$ cat config.mk
export PLATFORM = sky130hd
export DESIGN_NAME = trs_cfg
export DESIGN_NICKNAME = d
export VERILOG_FILES = /design/src/rtl/trs_pkg.sv /design/src/rtl/trs_cfg.sv
export SDC_FILE = /design/constraint.sdc
export NUM_CORES = 1
export LEC_CHECK = 0
export BUFFER_PORTS_ARGS = -buffer_cell sky130_fd_sc_hd__buf_2
export CAP_MARGIN = 20
export CORE_MARGIN = 2
export CORE_UTILIZATION = 44
export DETAILED_ROUTE_END_ITERATION = 10
export HOLD_SLACK_MARGIN = 0.15
export PLACE_DENSITY = 0.72
export SLEW_MARGIN = 10
export SYNTH_ARGS = -nofsm -noshare
export SYNTH_HDL_FRONTEND = slang
export SYNTH_SLANG_ARGS = --single-unit
$ cat constraint.sdc
create_clock -name clock -period 3.6 [get_ports clock]
set_input_delay 0.36 -clock clock [delete_from_list [all_inputs] [get_ports clock]]
set_output_delay 0.36 -clock clock [all_outputs]
set_load 0.005 [all_outputs]
$ cat src/rtl/trs_pkg.sv
// Package: shared types, command codes and register indexes of the strip rasterizer.
`timescale 1ns / 1ps
package trs_pkg;

   localparam int BufferPixelsDefault = 5120;
   localparam int ScreenWidthDefault  = 320;
   localparam int ScreenHeightDefault = 480;

   localparam int CoordWidth = 12;
   localparam int RegWidth   = 9;
   localparam int ColorWidth = 16;

   typedef enum logic [1:0] {
      CMD_CLEAR = 2'd0,
      CMD_FILL  = 2'd1,
      CMD_READ  = 2'd2,
      CMD_NONE  = 2'd3
   } cmd_type;

   typedef enum logic [2:0] {
      REG_STRIP_LEFT   = 3'd0,
      REG_STRIP_TOP    = 3'd1,
      REG_STRIP_WIDTH  = 3'd2,
      REG_STRIP_HEIGHT = 3'd3,
      REG_CLIP_LEFT    = 3'd4,
      REG_CLIP_TOP     = 3'd5,
      REG_CLIP_RIGHT   = 3'd6,
      REG_CLIP_BOTTOM  = 3'd7
   } reg_type;

   typedef struct packed {
      logic [RegWidth-1:0] strip_left;
      logic [RegWidth-1:0] strip_top;
      logic [RegWidth-1:0] strip_width;
      logic [RegWidth-1:0] strip_height;
      logic [RegWidth-1:0] clip_left;
      logic [RegWidth-1:0] clip_top;
      logic [RegWidth-1:0] clip_right;
      logic [RegWidth-1:0] clip_bottom;
   } cfg_type;

   typedef enum logic [3:0] {
      ST_IDLE,
      ST_ROWS,
      ST_AREA,
      ST_SETUP,
      ST_CLEAR,
      ST_WALK,
      ST_READ,
      ST_RDWAIT,
      ST_OUT
   } state_type;

   // Request to the pixel memory.
   typedef struct packed {
      logic                  wr_en;
      logic                  rd_en;
      logic [15:0]           addr;
      logic [ColorWidth-1:0] wdata;
   } mem_req_type;

endpackage

$ cat src/rtl/trs_cfg.sv
// Configuration register file of the strip rasterizer.
`timescale 1ns / 1ps
module trs_cfg (
   input  logic                       clock,
   input  logic                       reset,
   input  logic                       csr_valid,
   output logic                       csr_ready,
   input  logic [2:0]                 csr_index,
   input  logic [trs_pkg::RegWidth-1:0] csr_data,
   output trs_pkg::cfg_type           cfg
);
   import trs_pkg::*;

   cfg_type cfg_ff, cfg_in;

   assign csr_ready = 1'b1;

   always_comb begin
      cfg_in = cfg_ff;
      if (csr_valid) begin
         unique case (reg_type'(csr_index))
            REG_STRIP_LEFT:   cfg_in.strip_left   = csr_data;
            REG_STRIP_TOP:    cfg_in.strip_top    = csr_data;
            REG_STRIP_WIDTH:  cfg_in.strip_width  = csr_data;
            REG_STRIP_HEIGHT: cfg_in.strip_height = csr_data;
            REG_CLIP_LEFT:    cfg_in.clip_left    = csr_data;
            REG_CLIP_TOP:     cfg_in.clip_top     = csr_data;
            REG_CLIP_RIGHT:   cfg_in.clip_right   = csr_data;
            REG_CLIP_BOTTOM:  cfg_in.clip_bottom  = csr_data;
            default:          cfg_in = cfg_ff;
         endcase
      end
   end

   always_ff @(posedge clock) begin
      if (reset) begin
         cfg_ff <= '{strip_left: 9'd0, strip_top: 9'd0, strip_width: 9'd320,
                     strip_height: 9'd16, clip_left: 9'd0, clip_top: 9'd0,
                     clip_right: 9'd320, clip_bottom: 9'd480};
      end else begin
         cfg_ff <= cfg_in;
      end
   end

   assign cfg = cfg_ff;
endmodule

* After elaboration in Yosys (flattened, before gate mapping)
Index checks and enable logic that the tools add are counted.
Storage, ports and cells: latch bits 0, memories kept 0, register bits after elaboration 72, bits in read-only memories 0, logic and storage cells 24, bits of input ports 15, bits in writable memories 0
Cells by class: shifts and indexed selects 0, muxes and demuxes 0, eq/ne operators 7, magnitude comparators 0, reduce and logical (&&, ||, !) cells 9, multipliers 0, add/subtract/negate cells 0, div/mod/pow operators 0, bitwise operators 0
Operator list (number):
- 2-bit AND reduction | 8
- 3-bit == test, second input constant | 4
- 3-bit by 2-bit == test with 1-bit output, second input constant | 2
- 3-bit by 1-bit == test with 1-bit output, second input constant | 1
- 3-bit zero test | 1

* Logic depth before layout (Yosys ltp)
depth in word-level cells 2, mapped depth 4, mapped depth without buffers 2

* Worst setup path after synthesis
OpenSTA, ideal clock, no wires.
kind input to register, start point input csr_index[1], end point register cfg_ff, in the netlist cfg[63], arrival time 1267 ps, stages 4, path slack 2205 ps, path buffers 2, required time 3471 ps, cell sequence buf_2 -> or4b_4 -> buf_6 -> mux2i_1
Between the ends: cells in the longest elaborated chain, start to end 2
RTL lines:
- start, declared | line trs_cfg.sv:8 | input logic [2:0] csr_index,
- 3-bit zero test | line trs_cfg.sv:21 | unique case (reg_type'(csr_index))
- 2-bit AND reduction (no line)
- end signal, assigned | line trs_cfg.sv:37 | cfg_ff <= '{strip_left: 9'd0, strip_top: 9'd0, strip_width: 9'd320,
- end signal, assigned | line trs_cfg.sv:41 | cfg_ff <= cfg_in;
- end, declared | line trs_cfg.sv:14 | cfg_type cfg_ff, cfg_in;
No other way between the ends. A chain may end at the register's enable or synchronous reset.

==> impl_table.tex <==
\begin{tabular}{lr}
\hline
Metric & Value \\
\hline
\multicolumn{2}{l}{\textbf{Run status}} \\
\quad Status & completed \\
\multicolumn{2}{l}{\textbf{STA}} \\
\quad Setup-failing EPs final & 0 \\
\quad Final number of hold-violating endpoints & 0 \\
\quad Post-route clock period utilization & 36.9\% \\
\quad Maximum operating frequency & between 700 and 800 MHz \\
\quad Worst max-slew margin expressed relative to the limit & 51.0\% \\
\quad Transition time at the pin with the least slew margin & approximately 730 ps \\
\quad TNS Setup & 0 ps \\
\quad Clk\_skew & 0 ps \\
\quad Slew Viols, Final & 0 \\
\quad Clock period minus final worst setup slack & between 1000 and 1500 ps \\
\quad Unrepaired setup endpoints after global routing & no \\
\multicolumn{2}{l}{\textbf{Clock network}} \\
\quad Clk pin slew, worst setup/hold paths & about 80 ps \\
\quad CTS tree & done \\
\quad Largest buffer count on any clock path & 2 \\
\quad Cts repair resizes & 0 \\
\quad Number of CTS-inserted buffers & 9 \\
\quad CTS H-tree depth & 3 \\
\quad Clock root cell & sky130\_fd\_sc\_hd\_\_clkbuf\_8 \\
\quad Clock Latency Late Sink & between 300 and 400 ps \\
\quad Number of sinks handled by clock tree synthesis & approximately 70 \\
\quad Postcts setup bufs & 0 \\
\quad Count of hold-fix buffers inserted at cts & 0 \\
\multicolumn{2}{l}{\textbf{Synth}} \\
\quad Sequential cell area fraction in the yosys report & 49.9\% \\
\quad Largest area contributor in the synthesized netlist & sky130\_fd\_sc\_hd\_\_dfxtp\_1 \\
\quad Total of flip-flops plus latches after synthesis & around 70 \\
\quad Largest cells by area after synthesis & sky130\_fd\_sc\_hd\_\_dfxtp\_1 (50\%), sky130\_fd\_sc\_hd\_\_mux2i\_1 (25\%), sky130\_fd\_sc\_hd\_\_nand2b\_1 (16\%), sky130\_fd\_sc\_hd\_\_nor2\_1 (1.8\%), sky130\_fd\_sc\_hd\_\_buf\_2 (1.4\%) \\
\quad Distinct cell type count after synthesis & 17 \\
\quad Syn\_area\_per\_cell & between 10 and 15 um\^{}2 \\
\quad Number of nets in the synthesized netlist & between 200 and 300 \\
\quad Total number of yosys warnings & 0 \\
\quad Area of the mapped netlist & between 2000 and 3000 um\^{}2 \\
\quad Syn Inst Count & 266 \\
\quad Share of the synthesized area in the top cell type & approximately half \\
\multicolumn{2}{l}{\textbf{Worst setup path}} \\
\quad Largest fanout on the critical path & 57 \\
\quad Endpoint arrival time on the critical path & 1520 ps \\
\quad CP Buf/Inv Count & 2 \\
\quad Critical Setup Path Class & input port to flop \\
\quad List of cells traversed by the critical path & buf\_2, buf\_4, nand2b\_1, mux2i\_1 \\
\quad Required time reported for the critical path endpoint & 3800 ps \\
\quad Cell family with most CP delay & buffers and inverters \\
\quad Crit. End Element & flop \\
\quad Slowest-stage cell, CP & sky130\_fd\_sc\_hd\_\_buf\_2 \\
\quad Crit-path max cell delay & approximately 550 ps \\
\quad Startpoint types & input port \\
\multicolumn{2}{l}{\textbf{Pwr}} \\
\quad Reported net switching power & roughly 360 uW \\
\quad Internal power contribution & 1.18 mW \\
\quad Part of the power in combinational logic & 7.1\% \\
\quad Power share of the sequential group & a little over half \\
\quad Share of total power consumed by net switching & 23.6\% \\
\quad Pwr Density & between 400 and 500 nW/um\^{}2 \\
\quad Static Leak & 1.85 nW \\
\quad Clock network fraction of total power & 39.6\% \\
\quad VDD IR max & 279 uV \\
\multicolumn{2}{l}{\textbf{Job}} \\
\quad Number of max-capacitance violations reported & 0 \\
\multicolumn{2}{l}{\textbf{Floorplan}} \\
\quad Core area & roughly 6300 um\^{}2 \\
\quad Die area & 7230 um\^{}2 \\
\quad Initial core utilization & 45.5\% \\
\quad Die Width & 85.0 um \\
\quad Count of pins on the block boundary & 88 \\
\quad FP Rows & 29 \\
\quad Die Span Y & between 80 and 90 um \\
\multicolumn{2}{l}{\textbf{Route}} \\
\quad Average wire per cell in the routed design & 15.7 um \\
\quad DRC violation count after routing & 0 \\
\quad Via count & between 2000 and 2500 \\
\quad Iteration-0 DRC count of the detailed router & 66 \\
\quad Post-route antenna net violation count & 0 \\
\quad Final wirelength & about 6600 um \\
\quad Vias per cell & 4.93 \\
\quad Drt pass-1 iters & 4 \\
\multicolumn{2}{l}{\textbf{Place}} \\
\quad Final HPWL from detailed placement & 4600 um \\
\quad Gpl congestion & 0.720 \\
\quad Cell area after placement & 3310 um\^{}2 \\
\quad Count of input and output buffers & 86 \\
\multicolumn{2}{l}{\textbf{GRT}} \\
\quad Global routing usage summed across all routing layers & 19.6\% \\
\quad Initial antenna violation count & 0 \\
\quad Pin count of the biggest net entering global routing & 58 \\
\quad Via count of the first global-routing pass & 2082 \\
\quad Congestion Overflow GR & 0 \\
\quad First-pass GRT wire length & 10800 um \\
\multicolumn{2}{l}{\textbf{Layout}} \\
\quad Sequential cell area & 1440 um\^{}2 \\
\quad Nets@finish & about 360 \\
\quad Flip-flop count of the largest register after layout & 72 \\
\quad Layout overhead on the synthesized area & 21.2\% \\
\quad Fraction of layout cells with a size suffix above 1 & 30.4\% \\
\quad Total of fill cells in the finished design & 589 \\
\quad Most common library cell in the layout ignoring fill and taps & sky130\_fd\_sc\_hd\_\_buf\_2 \\
\quad Most frequent cells in the layout & sky130\_fd\_sc\_hd\_\_buf\_2 (86), sky130\_fd\_sc\_hd\_\_nand2b\_1 (72), sky130\_fd\_sc\_hd\_\_mux2i\_1 (72), sky130\_fd\_sc\_hd\_\_dfxtp\_1 (72), sky130\_fd\_sc\_hd\_\_nor2\_1 (14) \\
\quad Post-route standard cell area excluding fillers & 3500 um\^{}2 \\
\quad Multi-input gate area in the final layout & around 1300 um\^{}2 \\
\quad Ant diodes & 0 \\
\multicolumn{2}{l}{\textbf{Min path}} \\
\quad Type of the worst min-delay path & input port to flop \\
\hline
\end{tabular}
==> synthesized netlist by cell type (all sizes together) <==
cell type  instances
nand4b             3
nor2              14
nor4bb             1
conb               1
nand4bb            2
nand2b            72
buf               15
mux2i             72
nand4              1
and4b              1
or4b               1
and4               1
clkbuf            10
dfxtp             72
==> area by class of cell <==
class | instances | area share [%]
Tap cell | 77 | 2.75
Multi-Input combinational cell | 169 | 38.0
Clock inverter | 6 | 1.71
Sequential cell | 72 | 41.2
Timing Repair Buffer | 88 | 12.7
Clock buffer | 10 | 3.64
==> worst paths after layout <==
path	from	to	slack (ps)	cells after the start
setup / recovery	reset	cfg[26]	2270	4
hold reg to reg	cfg[39]	cfg[39]	480	2
hold / removal	csr_data[7]	cfg[7]	310	3
setup reg to reg	cfg[54]	cfg[54]	2930	2
==> cells by family (layout without fill, tap and decap cells) <==
family                 count (synthesis)  in the layout  share of synthesized area [%]
multiplexers                          72             72                           24.9
buffers and inverters                 25            104                           4.24
flip-flops                            72             72                           49.9
AND/OR/NAND/NOR                       96             96                           20.8
other                                  1              1                          0.130
==> worst reg2reg max path, delay by kind of cell, from the launching register on <==
| family | cells | cell delay, ps |
|---|---|---|
| flops | 1 | 370 |
| mux | 1 | 150 |
| simple gates | 1 | 70 |
==> power groups by stage <==
stage               combinational, mW  clock [mW]  sequential, mW
floorplan                      0.0715           0           0.842
global placement                0.110           0           0.842
detailed placement              0.111           0           0.842
CTS                             0.112       0.631           0.824
global route                    0.121       0.667           0.825
finish                          0.110       0.612           0.824
==> layer usage <==
layer	GRT usage [%]	part of all wire (%)	vias to the layer above
li1	-	-	1028
met1	24.6	45	989
met2	32.0	48	58
met3	7.10	5.5	6
met4	5.19	0.78	0
met5	0	0	-
==> stage by stage <==
step | hold WS (ps) | util (%) | std cells | power (mW) | setup slack [ps]
after floorplan | 465 | - | 266 | 0.914 | 2200
after global placement | 458 | 52.2 | 406 | 0.952 | 1880
after detailed placement | 462 | 52.2 | 406 | 0.953 | 1910
after CTS | 290 | 55.2 | 422 | 1.57 | 2270
after global routing | 293 | 55.2 | 422 | 1.61 | 2120
final | 305 | 55.2 | 422 | 1.55 | 2270
Note: power is estimated with default switching activity, not from simulation.
